==> config.mk <==
export PLATFORM = sky130hd
export DESIGN_NAME = crce_step
export DESIGN_NICKNAME = d
export VERILOG_FILES = /design/src/design/catmull_rom_cubic_eval_unit_defines.svh /design/src/design/crce_pkg.sv /design/src/design/crce_step.sv
export SDC_FILE = /design/constraint.sdc
export NUM_CORES = 2
export LEC_CHECK = 0
export BUFFER_PORTS_ARGS = -buffer_cell sky130_fd_sc_hd__buf_2
export CAP_MARGIN = 20
export CORE_MARGIN = 1.5
export CORE_UTILIZATION = 60
export CTS_CLUSTER_DIAMETER = 40
export DETAILED_ROUTE_END_ITERATION = 12
export PLACE_DENSITY = 0.88
export SLEW_MARGIN = 40
export SYNTH_ARGS = -nofsm -noshare
export SYNTH_HDL_FRONTEND = slang
export SYNTH_SLANG_ARGS = --single-unit
==> constraint.sdc <==
create_clock -name clk -period 8.83 [get_ports clk]
set_clock_uncertainty 0.1 [all_clocks]
set_input_delay 1.3245 -clock clk [delete_from_list [all_inputs] [get_ports clk]]
set_output_delay 1.3245 -clock clk [all_outputs]
set_load 0.02 [all_outputs]
==> src/design/catmull_rom_cubic_eval_unit_defines.svh <==
// Assertion macros shared by the Catmull-Rom evaluator RTL.
`ifndef CATMULL_ROM_CUBIC_EVAL_UNIT_DEFINES_SVH
`define CATMULL_ROM_CUBIC_EVAL_UNIT_DEFINES_SVH

// The consequent must hold in the same cycle as the antecedent.
`define CRCE_ASSERT_SAME(lbl, ante, cons) \
  lbl: assert property (@(posedge clk) disable iff (!rst_n) (ante) |-> (cons)) \
    else $error("crce assertion failed");

// The consequent must hold in the cycle after the antecedent.
`define CRCE_ASSERT_NEXT(lbl, ante, cons) \
  lbl: assert property (@(posedge clk) disable iff (!rst_n) (ante) |=> (cons)) \
    else $error("crce assertion failed");

`endif

==> src/design/crce_pkg.sv <==
// Shared constants and operation codes of the Catmull-Rom evaluator.
`default_nettype none
package crce_pkg;

  localparam int POINT_WIDTH_DEF = 32;
  localparam int FRAC_BITS_DEF   = 16;
  localparam int GUARD_BITS      = 6;
  localparam int OP_WIDTH        = 2;

  localparam logic [OP_WIDTH-1:0] OP_VALUE     = 2'd0;
  localparam logic [OP_WIDTH-1:0] OP_SLOPE     = 2'd1;
  localparam logic [OP_WIDTH-1:0] OP_CURVATURE = 2'd2;

endpackage
`default_nettype wire

==> src/design/crce_step.sv <==
// One Horner step: registered multiply by t, then round to nearest and add.
`default_nettype none
module crce_step #(
  parameter int POINT_WIDTH = 32,
  parameter int FRAC_BITS   = 16
) (
  input  wire                                                  clk,
  input  wire                                                  rst_n,
  input  wire                                                  en,
  input  wire                                                  vld_in,
  input  wire  signed [POINT_WIDTH+crce_pkg::GUARD_BITS-1:0]   v_in,
  input  wire  [FRAC_BITS:0]                                   t_in,
  input  wire  signed [POINT_WIDTH+crce_pkg::GUARD_BITS-1:0]   add_in,
  output logic                                                 vld_out,
  output logic signed [POINT_WIDTH+crce_pkg::GUARD_BITS-1:0]   v_out
);
  import crce_pkg::*;

  localparam int W  = POINT_WIDTH + GUARD_BITS;
  localparam int PW = W + FRAC_BITS + 2;
  localparam logic [PW-1:0] RND = {{(PW-FRAC_BITS){1'b0}}, 1'b1, {(FRAC_BITS-1){1'b0}}};

  logic signed [FRAC_BITS+1:0] t_s;
  logic signed [PW-1:0]        prod_nxt;
  logic [PW-1:0]               rnd_sum;
  logic signed [W-1:0]         v_nxt;

  logic                        vld_m_r;
  logic signed [PW-1:0]        prod_r;
  logic signed [W-1:0]         add_r;
  logic                        vld_r;
  logic signed [W-1:0]         v_r;

  assign t_s      = {1'b0, t_in};
  assign prod_nxt = PW'(v_in) * PW'(t_s);

  always_ff @(posedge clk) begin
    if (!rst_n) begin
      vld_m_r <= 1'b0;
      vld_r   <= 1'b0;
    end else if (en) begin
      vld_m_r <= vld_in;
      vld_r   <= vld_m_r;
    end
  end

  always_ff @(posedge clk) begin
    if (en) begin
      prod_r <= prod_nxt;
      add_r  <= add_in;
      v_r    <= v_nxt;
    end
  end

  // The rounded product always fits the internal width, so the shift is a part-select.
  assign rnd_sum = prod_r + RND;
  assign v_nxt   = $signed(rnd_sum[FRAC_BITS +: W]) + add_r;

  assign vld_out = vld_r;
  assign v_out   = v_r;

endmodule
`default_nettype wire

## After elaboration in Yosys (flattened, before gate mapping)

Cells that the tools add are included.

- Eq/ne operators: 0
- Divide/modulo/power cells: 0
- Reductions and logical operators: 0
- Bitwise logic cells: 0
- Mux-type cells: 0
- Multipliers: 1
- Add/sub/neg operators: 2
- Order comparisons: 0
- Shifts and indexed selects: 0

Operators with widths:

| operator | number |
|---|---|
| $add 54x16->54 const B | 1 |
| $mul 38x18->54 | 1 |
| $add 38x38->38 | 1 |

- RAM bits: 0
- Input bits: 97
- Bits in registers: 132
- Memory bits (read-only): 0
- Output and inout bits: 39
- Word-level logic and storage cells: 8
- Memories: 0
- Latch bits: 0

## Longest topological paths before layout

- Word-level depth: 2
- Mapped depth: 26
- Gate-level depth less buffers: 23

## Least setup slack after synthesis

Ideal clock, no wire load.

- Kind: in2reg
- Start: in t_in[3]
- End: reg prod_r[52], data pin
- Required time: 8.468 ns
- Path buffers: 2
- Arrival time: 7.019 ns
- Library setup time: 0.262 ns
- Cell stages on the path: 22
- Setup slack: 1.449 ns
- Cell sequence: clkbuf_1 > clkbuf_1 > nand2_1 > fa_1 > fa_1 > fa_1 > inv_1 > fa_1 > fa_1 > inv_1 > fa_1 > inv_1 > ha_1 > a21o_1 > a221oi_1 > a2bb2oi_1 > o211ai_1 > and3_1 > or3_1 > nand2_1 > o21bai_1 > xor2_1

- Word-level cells in the longest chain between the ends: 1

RTL lines:

| element | line | RTL |
|---|---|---|
| start, declared | crce_step.sv:12 | `input wire [FRAC_BITS:0] t_in,` |
| $mul 38x18->54 | crce_step.sv:35 | `assign prod_nxt = PW'(v_in) * PW'(t_s);` |
| via prod_nxt[52] | crce_step.sv:24 | `logic signed [PW-1:0] prod_nxt;` |
| end signal, assigned | crce_step.sv:49 | `prod_r <= prod_nxt;` |
| end, declared | crce_step.sv:29 | `logic signed [PW-1:0] prod_r;` |

The timed path passes the listed nets, and every way through them passes these cells.
A chain may end at the register's enable or synchronous reset.

## Final worst setup path

- Start: in t_in[4]
- End: reg prod_r[44], data pin

The elaborated chain is that of the path after synthesis.

==> results_dict.tcl <==
set metrics [dict create \
    max-slew-margin-rel_pct 40.05 \
    syn-instance-count 2855 \
    synthFlopType "edfxtp_1" \
    cp.arrival_ns 8.11 \
    drt_iter0_drc 1632 \
    cts_hold_buffers 0 \
    clock_sinks 117 \
    syn_avg_cell_area_sq_um 9.481 \
    worstPathCellList "buf_2 > and2_1 > fa_1 > inv_1 > fa_1 > fa_1 > inv_1 > fa_1 > fa_1 > fa_1 > ha_1 > o21ai_0 > a21oi_1 > o21ai_0 > o211ai_1 > nand3_1 > nand2_1 > nand2b_1 > a2111o_1 > o2111ai_1" \
    required_ns 8.88 \
    ys_seq_area_share_pct 12.91 \
    holdPathStages 2 \
    status "finished clean" \
    fin_tns_setup_ns 0 \
    setup_violations 0 \
    maxSlewViolCount 0 \
    die_w_um 215.4 \
    start_kind "input port" \
    clk_pin_slew_ns 0.06 \
    area_delta_synth_final_pct 6.055 \
    grt_start_max_net_pins 63 \
    routed_wl_mm 65.58 \
    track_usage_pct 29.81 \
    crit_path_max_incr_delay_ns 0.67 \
    vias 19810 \
    place.gp.congestion 0.8967 \
    syn-num-nets 3710 \
    core_sq_um 44410 \
    worstSetupPathType "input port to register" \
    hold_start "vld_m_r$_SDFFE_PN0P_" \
    drive_above_1_share_pct 6.317 \
    hold-path-endpoint "vld_m_r$_SDFFE_PN0P_" \
    h-tree-depth 4 \
    synth.distinct_cells 65 \
    antenna_found_initial 1 \
    insertion_delay_ns 0.43 \
    final.period_utilization_pct 91.33 \
    ys_warn_count 0 \
    critical_path.max_fanout 38 \
    fp.dieH_um 215.4 \
    place_hpwl_mm 52.19 \
    grt_pass1_vias 22280 \
    start_util_pct 60.95 \
    tritoncts "yes" \
    remaining_drc_errors 0 \
    numCtsBuffers 17 \
    post_cts_buffers 0 \
    ios 136 \
    cp-end-kind "register" \
    rsz0062_at_grt "no" \
    synth_seq_cells 117 \
    cts_root_buf "clkbuf_16" \
    r2r_end "v_out[36]$_DFFE_PP_" \
    reg2reg_slack_ns 3.67 \
    crit_path_top_delay_cell "buf_2" \
    synth_area_sq_um 27070 \
    postRouteAntennaNets 0 \
    drt-pass1-iter-count 7 \
    overflow 0 \
    hp-class "register to register" \
    drv_cap 0 \
    fin_nets 3756 \
    fin_crit_ns 8.065 \
    die-area_sq_um 46400 \
    grt_pass1_wl_mm 109.0 \
    clockBufferDepth 2 \
    r2r-start "prod_r[17]$_DFFE_PP_" \
    cpMostUsedCell "fa_1" \
    wl_per_cell_um 18.71 \
    tightest_slew_ns 0.8993 \
    synth_edf_count 115 \
    fmax_mhz 124.0 \
    hold_viol_final 0 \
    rows 77 \
    cts_resized 0 \
    async_reset_ff_share_pct 0 \
    via_per_inst 5.650 \
    port_buffers 135 \
    reg2reg_depth 18 \
]
==> cell families (layout without fill, tap and decap cells) <==
family / count (synthesis) / after routing / share of synthesized area [%]
adder cells (fa/ha/maj): 758 / 758 / 51.62
other: 0 / 1 / 0
buffers and inverters: 797 / 855 / 11.09
AND/OR/NAND/NOR: 850 / 850 / 15.39
multiplexers: 2 / 2 / 0.07396
XOR/XNOR: 123 / 123 / 3.980
AO/OA/AOI/OAI: 208 / 208 / 4.932
flip-flops: 117 / 117 / 12.91
==> registers in the layout, indices dropped and copies added, names as in the netlist <==
name	count
vld_out	1
prod_r	39
v_out	38
add_r	38
vld_m_r	1
==> synthesized netlist by cell type, types with 8 or more instances <==
cell type  instances  share of area [%]
fa_1             598                 44
a31oi_1            8               0.18
ha_1             160                7.4
edfxtp_1         115                 13
nor3_1            11               0.20
o211ai_1          10               0.28
o21ai_0           33               0.61
nand4_1           24               0.55
nand2_1          423                5.9
and3_1            11               0.25
nor2_1            38               0.53
inv_1            681                9.4
clkbuf_1         112                1.6
and2_1           274                6.3
a21oi_1           73                1.3
xnor2_1           84                2.7
o21bai_1          11               0.31
a21o_1            28               0.78
nor2b_1           15               0.35
nand3_1           23               0.43
xor2_1            39                1.3
==> metrics by stage <==
stage	setup slack [ns]	utilization [%]	area [sq um]	hold slack, ns	instances
2_1_floorplan	1.449	-	27070	0.3824	2855
3_3_place_gp	0.5780	63.27	28100	0.3902	3474
3_5_place_dp	0.4699	63.27	28100	0.4219	3474
4_1_cts	0.9219	64.61	28700	0.4311	3505
5_1_grt	0.4999	64.63	28710	0.4671	3505
6_report	0.7654	64.64	28710	0.4333	3506
==> worst max-delay path: cells and delay by family <==
family,cells,cell delay [ns]
fa+ha+maj,7,3.28
compound gates,6,1.78
simple gates,4,0.87
buf+inv,3,0.81
==> cell type report <==
type,count,area [sq um]
clock buffers,21,440.4
diodes,1,2.502
clock inverters,10,156.4
inverters,681,2556
fillers,3421,15710
repair buffers,143,745.7
multi-input cells,1941,20570
well taps,592,740.7
flip-flops and latches,117,3493
==> metal layers <==
layer / vias up / track usage, % / routed length, um
li1: 8601 / - / -
met1: 9962 / 36.91 / 24430
met2: 1015 / 51.56 / 32530
met3: 231 / 5.976 / 6196
met4: 0 / 11.70 / 2433
met5: - / 0 / 0
==> cell usage in the layout, fill, tap and decap left out, types with 6 or more instances in the layout <==
master       n
fa_1       598
nand2b_1     6
o21ai_0     33
a21o_1      28
and2_1     274
a21oi_1     73
inv_1      681
buf_4       12
a31oi_1      8
buf_2      131
nor2_1      38
nand3_1     23
nand4_1     24
nand2_1    423
nor3_1      11
edfxtp_1   115
o21bai_1    11
o211ai_1    10
clkbuf_16   17
a211oi_1     7
xor2_1      39
and4_1       7
nor2b_1     15
and3_1      11
xnor2_1     84
ha_1       160
==> worst max-delay path by stage <==
stage                        from              endpoint  slack [ns]  depth (start not counted)
after floorplan           t_in[3]  prod_r[52]$_DFFE_PP_        1.45                         22
after global placement    t_in[3]  prod_r[52]$_DFFE_PP_        0.58                         21
after detailed placement  t_in[4]  prod_r[52]$_DFFE_PP_        0.47                         21
after CTS                 t_in[4]  prod_r[52]$_DFFE_PP_        0.92                         21
after global routing      t_in[4]  prod_r[39]$_DFFE_PP_        0.50                         20
final                     t_in[4]  prod_r[44]$_DFFE_PP_        0.77                         20
Power is left out: the tool's default activity adds up to more than one toggle a clock period on the data nets, which glitch-free logic cannot reach.
