<file path="config.mk">
export PLATFORM = sky130hd
export DESIGN_NAME = crce_coef
export DESIGN_NICKNAME = d
export VERILOG_FILES = /design/src/design/catmull_rom_cubic_eval_unit_defines.svh /design/src/design/crce_pkg.sv /design/src/design/crce_coef.sv
export SDC_FILE = /design/constraint.sdc
export NUM_CORES = 1
export LEC_CHECK = 0
export BUFFER_PORTS_ARGS = -buffer_cell sky130_fd_sc_hd__buf_2
export CELL_PAD_IN_SITES_DETAIL_PLACEMENT = 0
export CELL_PAD_IN_SITES_GLOBAL_PLACEMENT = 1
export CORE_UTILIZATION = 45
export DETAILED_ROUTE_END_ITERATION = 7
export PLACE_DENSITY = 0.85
export SETUP_SLACK_MARGIN = 0.4
export SYNTH_ARGS = -nofsm -noshare
export SYNTH_HDL_FRONTEND = slang
export SYNTH_SLANG_ARGS = --single-unit
export TNS_END_PERCENT = 20
</file>
<file path="constraint.sdc">
create_clock -name clk -period 13.1 [get_ports clk]
set_input_delay 1.31 -clock clk [delete_from_list [all_inputs] [get_ports clk]]
set_output_delay 1.31 -clock clk [all_outputs]
set_load 0.01 [all_outputs]
</file>
<file path="src/design/catmull_rom_cubic_eval_unit_defines.svh">
// Assertion macros shared by the Catmull-Rom evaluator RTL.
`ifndef CATMULL_ROM_CUBIC_EVAL_UNIT_DEFINES_SVH
`define CATMULL_ROM_CUBIC_EVAL_UNIT_DEFINES_SVH

// The consequent must hold in the same cycle as the antecedent.
`define CRCE_ASSERT_SAME(lbl, ante, cons) \
  lbl: assert property (@(posedge clk) disable iff (!rst_n) (ante) |-> (cons)) \
    else $error("crce assertion failed");

// The consequent must hold in the cycle after the antecedent.
`define CRCE_ASSERT_NEXT(lbl, ante, cons) \
  lbl: assert property (@(posedge clk) disable iff (!rst_n) (ante) |=> (cons)) \
    else $error("crce assertion failed");

`endif

</file>
<file path="src/design/crce_pkg.sv">
// Shared constants and operation codes of the Catmull-Rom evaluator.
`default_nettype none
package crce_pkg;

  localparam int POINT_WIDTH_DEF = 32;
  localparam int FRAC_BITS_DEF   = 16;
  localparam int GUARD_BITS      = 6;
  localparam int OP_WIDTH        = 2;

  localparam logic [OP_WIDTH-1:0] OP_VALUE     = 2'd0;
  localparam logic [OP_WIDTH-1:0] OP_SLOPE     = 2'd1;
  localparam logic [OP_WIDTH-1:0] OP_CURVATURE = 2'd2;

endpackage
`default_nettype wire

</file>
<file path="src/design/crce_coef.sv">
// Coefficient stages: exact doubled coefficients and per-operation Horner operands.
`default_nettype none
module crce_coef #(
  parameter int POINT_WIDTH = 32,
  parameter int FRAC_BITS   = 16
) (
  input  wire                                                  clk,
  input  wire                                                  rst_n,
  input  wire                                                  en,
  input  wire                                                  vld_in,
  input  wire  [crce_pkg::OP_WIDTH-1:0]                        op_in,
  input  wire  [FRAC_BITS:0]                                   t_in,
  input  wire  signed [POINT_WIDTH-1:0]                        p0_in,
  input  wire  signed [POINT_WIDTH-1:0]                        p1_in,
  input  wire  signed [POINT_WIDTH-1:0]                        p2_in,
  input  wire  signed [POINT_WIDTH-1:0]                        p3_in,
  output logic                                                 vld_out,
  output logic [FRAC_BITS:0]                                   t_out,
  output logic signed [POINT_WIDTH+crce_pkg::GUARD_BITS-1:0]   v0_out,
  output logic signed [POINT_WIDTH+crce_pkg::GUARD_BITS-1:0]   a1_out,
  output logic signed [POINT_WIDTH+crce_pkg::GUARD_BITS-1:0]   a2_out,
  output logic signed [POINT_WIDTH+crce_pkg::GUARD_BITS-1:0]   a3_out
);
  import crce_pkg::*;

  localparam int W = POINT_WIDTH + GUARD_BITS;
  localparam logic [FRAC_BITS:0] T_ONE = {1'b1, {FRAC_BITS{1'b0}}};

  logic signed [W-1:0] e0, e1, e2, e3, d12;
  logic signed [W-1:0] ca_nxt, cb_nxt, cc_nxt, p1x2_nxt;
  logic [FRAC_BITS:0]  t_sat_nxt;

  logic                vld_a_r;
  logic [OP_WIDTH-1:0] op_a_r;
  logic [FRAC_BITS:0]  t_a_r;
  logic signed [W-1:0] ca_r, cb_r, cc_r, p1x2_r;

  logic signed [W-1:0] ca3, ca6, cb2;
  logic signed [W-1:0] v0_nxt, a1_nxt, a2_nxt, a3_nxt;

  logic                vld_b_r;
  logic [FRAC_BITS:0]  t_b_r;
  logic signed [W-1:0] v0_r, a1_r, a2_r, a3_r;

  assign e0 = {{(W-POINT_WIDTH){p0_in[POINT_WIDTH-1]}}, p0_in};
  assign e1 = {{(W-POINT_WIDTH){p1_in[POINT_WIDTH-1]}}, p1_in};
  assign e2 = {{(W-POINT_WIDTH){p2_in[POINT_WIDTH-1]}}, p2_in};
  assign e3 = {{(W-POINT_WIDTH){p3_in[POINT_WIDTH-1]}}, p3_in};

  assign d12      = e1 - e2;
  assign ca_nxt   = (d12 <<< 1) + d12 + e3 - e0;
  assign cb_nxt   = (e2 <<< 2) + (e0 <<< 1) - e3 - (e1 <<< 2) - e1;
  assign cc_nxt   = e2 - e0;
  assign p1x2_nxt = e1 <<< 1;
  assign t_sat_nxt = (t_in > T_ONE) ? T_ONE : t_in;

  always_ff @(posedge clk) begin
    if (!rst_n) begin
      vld_a_r <= 1'b0;
    end else if (en) begin
      vld_a_r <= vld_in;
    end
  end

  always_ff @(posedge clk) begin
    if (en) begin
      op_a_r <= op_in;
      t_a_r  <= t_sat_nxt;
      ca_r   <= ca_nxt;
      cb_r   <= cb_nxt;
      cc_r   <= cc_nxt;
      p1x2_r <= p1x2_nxt;
    end
  end

  // Each operation becomes three uniform steps v = round(v * t) + a.
  assign ca3 = (ca_r <<< 1) + ca_r;
  assign ca6 = ca3 <<< 1;
  assign cb2 = cb_r <<< 1;

  always_comb begin
    unique case (op_a_r)
      OP_VALUE: begin
        v0_nxt = ca_r;
        a1_nxt = cb_r;
        a2_nxt = cc_r;
        a3_nxt = p1x2_r;
      end
      OP_SLOPE: begin
        v0_nxt = '0;
        a1_nxt = ca3;
        a2_nxt = cb2;
        a3_nxt = cc_r;
      end
      OP_CURVATURE: begin
        v0_nxt = '0;
        a1_nxt = '0;
        a2_nxt = ca6;
        a3_nxt = cb2;
      end
      default: begin
        v0_nxt = '0;
        a1_nxt = '0;
        a2_nxt = '0;
        a3_nxt = '0;
      end
    endcase
  end

  always_ff @(posedge clk) begin
    if (!rst_n) begin
      vld_b_r <= 1'b0;
    end else if (en) begin
      vld_b_r <= vld_a_r;
    end
  end

  always_ff @(posedge clk) begin
    if (en) begin
      t_b_r <= t_a_r;
      v0_r  <= v0_nxt;
      a1_r  <= a1_nxt;
      a2_r  <= a2_nxt;
      a3_r  <= a3_nxt;
    end
  end

  assign vld_out = vld_b_r;
  assign t_out   = t_b_r;
  assign v0_out  = v0_r;
  assign a1_out  = a1_r;
  assign a2_out  = a2_r;
  assign a3_out  = a3_r;

endmodule
`default_nettype wire

</file>
* After elaboration in Yosys (flattened, before gate mapping)
Index checks and enable logic that the tools add are counted.
** Cells by class
- Eq/ne operators :: 2
- Mux-type cells :: 3
- $lt $le $gt $ge :: 1
- Add/subtract/negate cells :: 10
- Reduce and logical (&&, ||, !) cells :: 1
** Operators with widths (count)
- 38-bit one-hot mux with 3 select lines :: 2
- 38-bit one-hot mux with 2 select lines :: 1
- 34-bit by 33-bit adder with 35-bit output :: 2
- 32-bit by 32-bit subtractor with 33-bit output :: 2
- 38-bit adder :: 1
- 37-bit by 32-bit subtractor with 38-bit output :: 1
- 36-bit by 32-bit subtractor with 37-bit output :: 1
- 36-bit by 34-bit subtractor with 37-bit output :: 1
- 35-bit by 32-bit adder with 36-bit output :: 1
- 35-bit by 32-bit subtractor with 36-bit output :: 1
- 17-bit > comparator, second input constant :: 1
- 2-bit by 1-bit equality test with 1-bit output, second input constant :: 1
- 2-bit equality test, second input constant :: 1
- 2-bit zero test :: 1
** Storage, ports and cells
- Register bits after elaboration :: 336
- Input port bits :: 151
- Logic and storage cells :: 30

* Logic depth before layout (Yosys ltp)
Gate-level depths: netlist of run 1.
- Word-level depth :: 4
- Depth in mapped cells :: 27

* Worst setup path after synthesis of run 1
OpenSTA, ideal clock, no wires.
- Path kind :: input -> register
- Start :: input p2_in[4]
- End :: register ca_r[36] (data pin)
- Arrival time :: 6.479 ns
- Setup time :: 0.265 ns
- Path slack :: 6.355 ns
- Buffers on the path :: 0
- Stages :: 25
- Required time :: 12.835 ns
- Cells stage by stage :: inv_1 > ha_1 > a21o_1 > a21oi_1 > o21ai_1 > a221o_1 > a21o_1 > a21o_1 > a21o_1 > a31oi_1 > xnor2_1 > fa_1 > inv_1 > fa_1 > inv_1 > ha_1 > inv_1 > or4_1 > nor3b_1 > a211oi_1 > a21boi_1 > a31oi_1 > o21ai_1 > a41oi_1 > xor2_1
** Between the ends
- Longest elaborated chain between the ends :: 4
** Ends and longest elaborated chain
- from (decl) :: line crce_coef.sv:15 : input wire signed [POINT_WIDTH-1:0] p2_in,
- 32-bit by 32-bit subtractor with 33-bit output :: line crce_coef.sv:50 : assign d12 = e1 - e2;
- 34-bit by 33-bit adder with 35-bit output :: line crce_coef.sv:51 : assign ca_nxt = (d12 <<< 1) + d12 + e3 - e0;
- 35-bit by 32-bit adder with 36-bit output :: line crce_coef.sv:51
- 36-bit by 32-bit subtractor with 37-bit output :: line crce_coef.sv:51
- named net ca_nxt[36] :: line crce_coef.sv:30 : logic signed [W-1:0] ca_nxt, cb_nxt, cc_nxt, p1x2_nxt;
- to (signal assigned) :: line crce_coef.sv:69 : ca_r <= ca_nxt;
- to (decl) :: line crce_coef.sv:36 : logic signed [W-1:0] ca_r, cb_r, cc_r, p1x2_r;
The timed path passes the listed nets, and every way through them passes these cells.
A chain may end at the register's enable or synchronous reset.

* Worst setup path after layout of run 1
- Start :: input p1_in[0]
- End :: register ca_r[36] (data pin)
** Between the ends
- Longest elaborated chain between the ends :: 4
** Ends and longest elaborated chain
- from (decl) :: line crce_coef.sv:14 : input wire signed [POINT_WIDTH-1:0] p1_in,
- 32-bit by 32-bit subtractor with 33-bit output :: line crce_coef.sv:50
- 34-bit by 33-bit adder with 35-bit output :: line crce_coef.sv:51
- 35-bit by 32-bit adder with 36-bit output :: line crce_coef.sv:51
- 36-bit by 32-bit subtractor with 37-bit output :: line crce_coef.sv:51
- named net ca_nxt[36] :: line crce_coef.sv:30
The timed path passes the listed nets, and every way through them passes these cells.

==> impl_table.tex, run 1 <==
\begin{tabular}{lr}
\hline
Metric & Value \\
\hline
\multicolumn{2}{l}{\textbf{Outcome}} \\
\quad Outcome & finished clean \\
\multicolumn{2}{l}{\textbf{Timing}} \\
\quad Pin slew with the least headroom to its limit & 1030 ps \\
\quad Number of failing setup endpoints in the final timing report & 0 \\
\quad Pins Over Slew Limit & 0 \\
\quad Number of hold-slack violations in the final timing report & 0 \\
\quad Layout Skew & 23.0 ps \\
\quad Unrepaired setup endpoints after global routing & false \\
\quad Summed negative setup slack over all endpoints & 0 ps \\
\quad Hold\_ws & 417 ps \\
\quad Final critical-path required period & 7290 ps \\
\quad Final cycle utilization of the critical path & 0.557 \\
\quad Fmax & 137 MHz \\
\quad Max-Slew Margin vs Limit & 0.316 \\
\multicolumn{2}{l}{\textbf{Worst setup path}} \\
\quad Type of the worst setup path & input pin to flip-flop \\
\quad Data required time of the worst path & 13360 ps \\
\quad Length in cells of the worst reg-to-reg path & 11 \\
\quad Worst path max stage delay & 500 ps \\
\quad Crit path capture type & flip-flop \\
\quad Critical path's slowest cell & fa\_1 \\
\quad Critical path launch point type & input pin \\
\quad Cell seen most often among critical-path stages & inv\_1 \\
\quad Worst endpoint data arrival time & 7560 ps \\
\quad Largest fanout on the critical path & 4 \\
\multicolumn{2}{l}{\textbf{Layout}} \\
\quad Post-layout instance area & 28900 um\^{}2 \\
\quad Layout overhead on the synthesized area & 13.8\% \\
\quad Layout cells sized above 1 & 0.152 \\
\quad Non-filler cells, final & 3444 \\
\quad Fin nets & 3171 \\
\quad Count of antenna diodes in the layout & 0 \\
\quad Final-layout fill cell count & 4998 \\
\quad Post-route core utilization & 0.521 \\
\multicolumn{2}{l}{\textbf{Floorplan}} \\
\quad Number of rows created at floorplan & 86 \\
\quad Ports & 321 \\
\quad Starting density of the core & 0.458 \\
\quad Placeable core region & 55400 um\^{}2 \\
\quad Chip Height & 239 um \\
\quad DIE AREA & 57400 um\^{}2 \\
\quad Die width & 239 um \\
\multicolumn{2}{l}{\textbf{Drt}} \\
\quad Number of iterations in the first detailed-routing pass & 5 \\
\quad Routed vias/inst & 5.48 \\
\quad Vias & 18900 \\
\quad Post-route ant nets & 0 \\
\quad Remaining DRCs & 0 \\
\quad Detailed Route WL & 71100 um \\
\quad Initial drt markers & 1512 \\
\quad Post-DR wirelength/cell & 20.6 um \\
\multicolumn{2}{l}{\textbf{Synthesis}} \\
\quad Seq/Total Area, Yosys & 0.388 \\
\quad Mapped cell area & 25400 um\^{}2 \\
\quad Syn avg cell area & 10.7 um\^{}2 \\
\quad Cells after Synth & 2375 \\
\quad Synthesis Warnings & 0 \\
\quad Share of flip-flops with an asynchronous set or reset after synthesis & 0 \\
\quad Predominant post-synthesis flop cell & edfxtp\_1 \\
\quad Post-synth EDFFs & 327 \\
\quad Unique masters post-synth & 73 \\
\quad Synth Register Bits & 329 \\
\quad Net count after synthesis & 2875 \\
\multicolumn{2}{l}{\textbf{Job}} \\
\quad Max-cap viol count & 0 \\
\multicolumn{2}{l}{\textbf{Clocking}} \\
\quad Maximum count of clock buffers along a single path & 3 \\
\quad Number of buffers added by the clock tree synthesis step & 36 \\
\quad Clock-pin transition on the worst setup and hold timing paths & 60 ps \\
\quad H-tree lvl count & 2 \\
\quad Clock insertion delay at the later pin of the skew report & 530 ps \\
\quad Root buf cell & clkbuf\_16 \\
\quad TritonCTS clock tree & done \\
\quad Resize count post-CTS & 0 \\
\quad Post-CTS repair timing setup buffer count & 0 \\
\quad TritonCTS sink count & 329 \\
\quad Number of hold buffers added after cts & 0 \\
\multicolumn{2}{l}{\textbf{Worst hold path}} \\
\quad Worst Hold Class & flip-flop to flip-flop \\
\quad Number of cells on the worst hold path & 0 \\
\multicolumn{2}{l}{\textbf{Pwr}} \\
\quad VDD IR-drop max & 0.000115 V \\
\quad Leak & 12.9 nW \\
\quad Cell Pwr Density & 235 nW/um\^{}2 \\
\multicolumn{2}{l}{\textbf{GRT}} \\
\quad GRT Overall Usage & 0.248 \\
\quad Largest net degree at the start of global routing & 150 \\
\quad Global-route wire length before repair & 109000 um \\
\quad Initial antenna violation count & 0 \\
\quad Total congestion overflow & 0 \\
\quad Via count of the first global-routing pass & 18700 \\
\multicolumn{2}{l}{\textbf{Placed design}} \\
\quad Post-detail-place hpwl & 57800 um \\
\quad Instance area at placement & 27700 um\^{}2 \\
\quad GPL Wtd Cong & 0.960 \\
\quad Cell count after placement & 3381 \\
\quad \# port buffers & 320 \\
\hline
\end{tabular}
==> cells in the final DEF (no fill, tap or decap), drive strengths merged, types with 60 or more instances in the layout <==
cell,count
xnor2,100
a21oi,168
nor2,116
ha,180
mux2i,60
edfxtp,327
inv,299
a21o,99
nor2b,70
nand2,117
o21ai,148
buf,329
fa,169
==> per-stage QoR <==
stage                     setup slack [ps]  total power, mW
after floorplan                       6360             4.54
after detailed placement              5320             5.74
after global routing                  5410             7.26
after global placement                5420             5.70
final                                 5810             6.79
after CTS                             5860             6.77
==> per-layer routing <==
layer	share of wire	track usage	wire length, um
met1	0.49	0.377	34600
met5	0	0	0
met3	0.056	0.0239	4000
met4	0.021	0.0594	1490
met2	0.44	0.378	31000
==> flip-flops by register name (all words and copies together) (netlist names) <==
| signal | cells |
|---|---|
| ca_r | 37 |
| a2_out | 38 |
| op_a_r | 2 |
| vld_a_r | 1 |
| cc_r | 33 |
| a1_out | 38 |
| t_a_r | 17 |
| a3_out | 38 |
| vld_out | 1 |
| t_out | 17 |
| cb_r | 38 |
| p1x2_r | 32 |
| v0_out | 37 |
==> report_power, final <==
part,internal (mW),total (mW),leakage (nW),switching (mW)
combinational,1.60,3.96,9.08,2.36
clock,0.582,1.00,0.549,0.418
sequential,1.62,1.83,3.29,0.205
total,3.80,6.79,12.9,2.98
==> critical path, delay by kind of cell <==
| kind | cells | cell delay [ps] |
|---|---|---|
| compound gates | 12 | 2900 |
| xor+xnor | 2 | 300 |
| fa+ha+maj | 5 | 1800 |
| buf+inv | 5 | 450 |
| simple gates | 3 | 760 |
==> kinds of logic after synthesis <==
group	Yosys count	synth area share
AO/OA/AOI/OAI	616	0.159
AND/OR/NAND/NOR	507	0.102
buffers and inverters	367	0.0546
adder cells (fa/ha/maj)	349	0.222
flip-flops	329	0.388
XOR/XNOR	147	0.0507
multiplexers	60	0.0237
==> synthesized netlist by cell type, drive strengths merged, types with 10 or more instances <==
library cell / n / area, um^2
a211oi: 18 / 140
clkbuf: 63 / 236
and3: 18 / 113
a21o: 99 / 743
nand3b: 19 / 143
ha: 180 / 2250
nand3: 27 / 135
nand2: 117 / 439
o21a: 33 / 248
a21oi: 168 / 852
o211ai: 10 / 75.1
and2: 46 / 288
o21bai: 22 / 165
a31oi: 15 / 100
xnor2: 100 / 876
mux2i: 60 / 601
inv: 296 / 1110
nor3: 23 / 115
a221o: 11 / 110
fa: 169 / 3380
nand2b: 18 / 113
a22o: 12 / 105
edfxtp: 327 / 9820
o21ai: 148 / 744
nor2: 116 / 435
nand4: 22 / 138
xor2: 47 / 412
nor2b: 70 / 438
==> final timing paths <==
check | start | slack (ps) | to
setup / recovery | p1_in[0] | 5810 | ca_r[36]
hold / removal | t_a_r[9] | 420 | t_out[9]
setup reg to reg | ca_r[1] | 9270 | a2_out[34]
hold reg to reg | t_a_r[9] | 420 | t_out[9]
==> final cells by class <==
| type | instances | area [um^2] | share of cell area |
|---|---|---|---|
| sequential | 329 | 9860 | 0.341 |
| clock inverter | 16 | 176 | 0.00611 |
| multi-input combinational | 1679 | 14100 | 0.490 |
| tap | 748 | 936 | 0.0324 |
| clock buffer | 47 | 963 | 0.0334 |
| inverter | 296 | 1110 | 0.0385 |
| timing repair buffer | 329 | 1690 | 0.0586 |
No activity file was read; power rests on OpenSTA's default activity.
==> run 2: changes to the inputs <==
CORE_UTILIZATION = 43   (was 45)
clock period = 6.3 ns   (was 13.1 ns; I/O delays follow)
==> impl_table.tex, run 2 (synthesis results as in run 1) <==
\begin{tabular}{lr}
\hline
Metric & Value \\
\hline
\multicolumn{2}{l}{\textbf{Outcome}} \\
\quad Outcome & finished clean \\
\multicolumn{2}{l}{\textbf{Placed design}} \\
\quad GPL Wtd Cong & 0.950 \\
\quad Cell count after placement & 3459 \\
\quad Post-detail-place hpwl & 58500 um \\
\quad \# port buffers & 320 \\
\quad Worst slack at placement & -124 ps \\
\multicolumn{2}{l}{\textbf{Timing}} \\
\quad Pins Over Slew Limit & 0 \\
\quad Final critical-path required period & 5670 ps \\
\quad Final cycle utilization of the critical path & 0.899 \\
\quad Minimum setup slack in the final design & 634 ps \\
\quad Summed negative setup slack over all endpoints & 0 ps \\
\quad Number of failing setup endpoints in the final timing report & 0 \\
\quad Number of hold-slack violations in the final timing report & 0 \\
\quad Hold\_ws & 288 ps \\
\quad Layout Skew & 31.8 ps \\
\quad Unrepaired setup endpoints after global routing & false \\
\quad Max-Slew Margin vs Limit & 0.244 \\
\quad Pin slew with the least headroom to its limit & 1130 ps \\
\quad Fmax & 177 MHz \\
\multicolumn{2}{l}{\textbf{Layout}} \\
\quad Leading cell types in the layout, fill and taps excluded & edfxtp\_1 (327), buf\_2 (319), inv\_1 (295), ha\_1 (178), fa\_1 (168) \\
\quad Fin nets & 3234 \\
\quad Non-filler cells, final & 3527 \\
\quad Layout cells sized above 1 & 0.180 \\
\quad Layout overhead on the synthesized area & 16.4\% \\
\quad Most common library cell in the layout ignoring fill and taps & edfxtp\_1 \\
\multicolumn{2}{l}{\textbf{Worst setup path}} \\
\quad WP buf/inv & 5 \\
\quad Critical path's slowest cell & fa\_1 \\
\quad Worst endpoint data arrival time & 5940 ps \\
\quad Type of the worst setup path & input pin to flip-flop \\
\quad Cell seen most often among critical-path stages & a21o\_1 \\
\quad Worst path max stage delay & 500 ps \\
\quad Largest fanout on the critical path & 5 \\
\quad Kind of cell adding the most delay to the critical path & compound AO/OA/AOI/OAI gates \\
\quad Critical path launch point type & input pin \\
\quad Data required time of the worst path & 6570 ps \\
\quad Crit path capture type & flip-flop \\
\multicolumn{2}{l}{\textbf{Pwr}} \\
\quad Leak & 13.3 nW \\
\quad Cell Pwr Density & 492 nW/um\^{}2 \\
\quad VDD IR-drop max & 0.000244 V \\
\multicolumn{2}{l}{\textbf{Drt}} \\
\quad Vias & 19200 \\
\quad Detailed Route WL & 71800 um \\
\quad Remaining DRCs & 0 \\
\quad Initial drt markers & 1735 \\
\quad Number of iterations in the first detailed-routing pass & 5 \\
\quad Post-route ant nets & 0 \\
\quad Top sig layer & met4 \\
\quad Met2 wire len & 31200 um \\
\quad Routed vias/inst & 5.45 \\
\quad Post-DR wirelength/cell & 20.4 um \\
\quad Length of routed wiring on met1 & 34400 um \\
\quad Sum of met3 wire segment lengths after detailed routing & 4490 um \\
\multicolumn{2}{l}{\textbf{GRT}} \\
\quad Via count of the first global-routing pass & 19000 \\
\quad GRT Overall Usage & 0.238 \\
\quad Largest net degree at the start of global routing & 169 \\
\quad Global-route wire length before repair & 110000 um \\
\quad Total congestion overflow & 0 \\
\quad Initial antenna violation count & 4 \\
\multicolumn{2}{l}{\textbf{Clocking}} \\
\quad H-tree lvl count & 2 \\
\quad Number of hold buffers added after cts & 0 \\
\quad TritonCTS sink count & 329 \\
\quad Clock-pin transition on the worst setup and hold timing paths & 60 ps \\
\quad Root buf cell & clkbuf\_16 \\
\quad TritonCTS clock tree & done \\
\quad Maximum count of clock buffers along a single path & 3 \\
\quad Number of buffers added by the clock tree synthesis step & 37 \\
\quad Clock insertion delay at the later pin of the skew report & 540 ps \\
\multicolumn{2}{l}{\textbf{Floorplan}} \\
\quad Ports & 321 \\
\quad Chip Height & 245 um \\
\quad Placeable core region & 58000 um\^{}2 \\
\quad DIE AREA & 60000 um\^{}2 \\
\quad Die width & 245 um \\
\quad Starting density of the core & 0.437 \\
\quad Number of rows created at floorplan & 88 \\
\multicolumn{2}{l}{\textbf{Worst hold path}} \\
\quad Worst Hold Class & input pin to flip-flop \\
\multicolumn{2}{l}{\textbf{Job}} \\
\quad Max-cap viol count & 0 \\
\hline
\end{tabular}
-- run 2: per-layer routing --
metal  up-vias  track usage
met5         -            0
met4         0       0.0645
met3       103       0.0226
met2       713        0.360
met1      9295        0.362
li1       9111            -
-- run 2: stage by stage --
stage	total power [mW]	area [um^2]	utilization
global placement	12.1	28300	0.487
global route	15.6	29500	0.509
finish	14.5	29500	0.509
CTS	14.4	29400	0.507
detailed placement	12.3	28300	0.487
floorplan	9.45	25400	-
-- run 2: worst register-to-register path, stage by stage (launching register included) --
cell and delay (ps):
edfxtp_1 490, ha_1 300, fa_1 440, a211oi_1 270, o21bai_1 140, a21oi_2 260
o211ai_1 220, a41o_1 380, a221oi_1 390, nor2_1 170, mux2i_1 150, a211o_1 340
-- run 2: cell type report --
cell class,instances,area [um^2]
Antenna cell,2,5.00
Clock buffer,42,945
Clock inverter,23,213
Fill cell,5186,28500
Inverter,296,1110
Multi-Input combinational cell,1679,14300
Sequential cell,329,9860
Tap cell,765,957
Timing Repair Buffer,391,2170
-- run 2: final timing paths --
check,from,to,slack (ps),cells after the start
setup / recovery,p1_in[0],ca_r[35],630,28
hold / removal,op_in[0],op_a_r[0],290,1
setup reg to reg,ca_r[1],a2_out[30],2460,11
hold reg to reg,t_a_r[13],t_out[13],420,0
-- run 2: timing repair --
item | CTS | global route
setup buffers | 0 | 1
endpoints found under the setup margin | 0 | 12
endpoints found under the hold margin | 0 | 0
resized for setup | 0 | 18
-- run 2: power breakdown --
part,switching (mW),leakage [nW],total (mW),internal (mW)
clock network,0.893,0.555,2.10,1.21
registers,0.422,3.29,3.79,3.37
logic,5.02,9.41,8.64,3.62
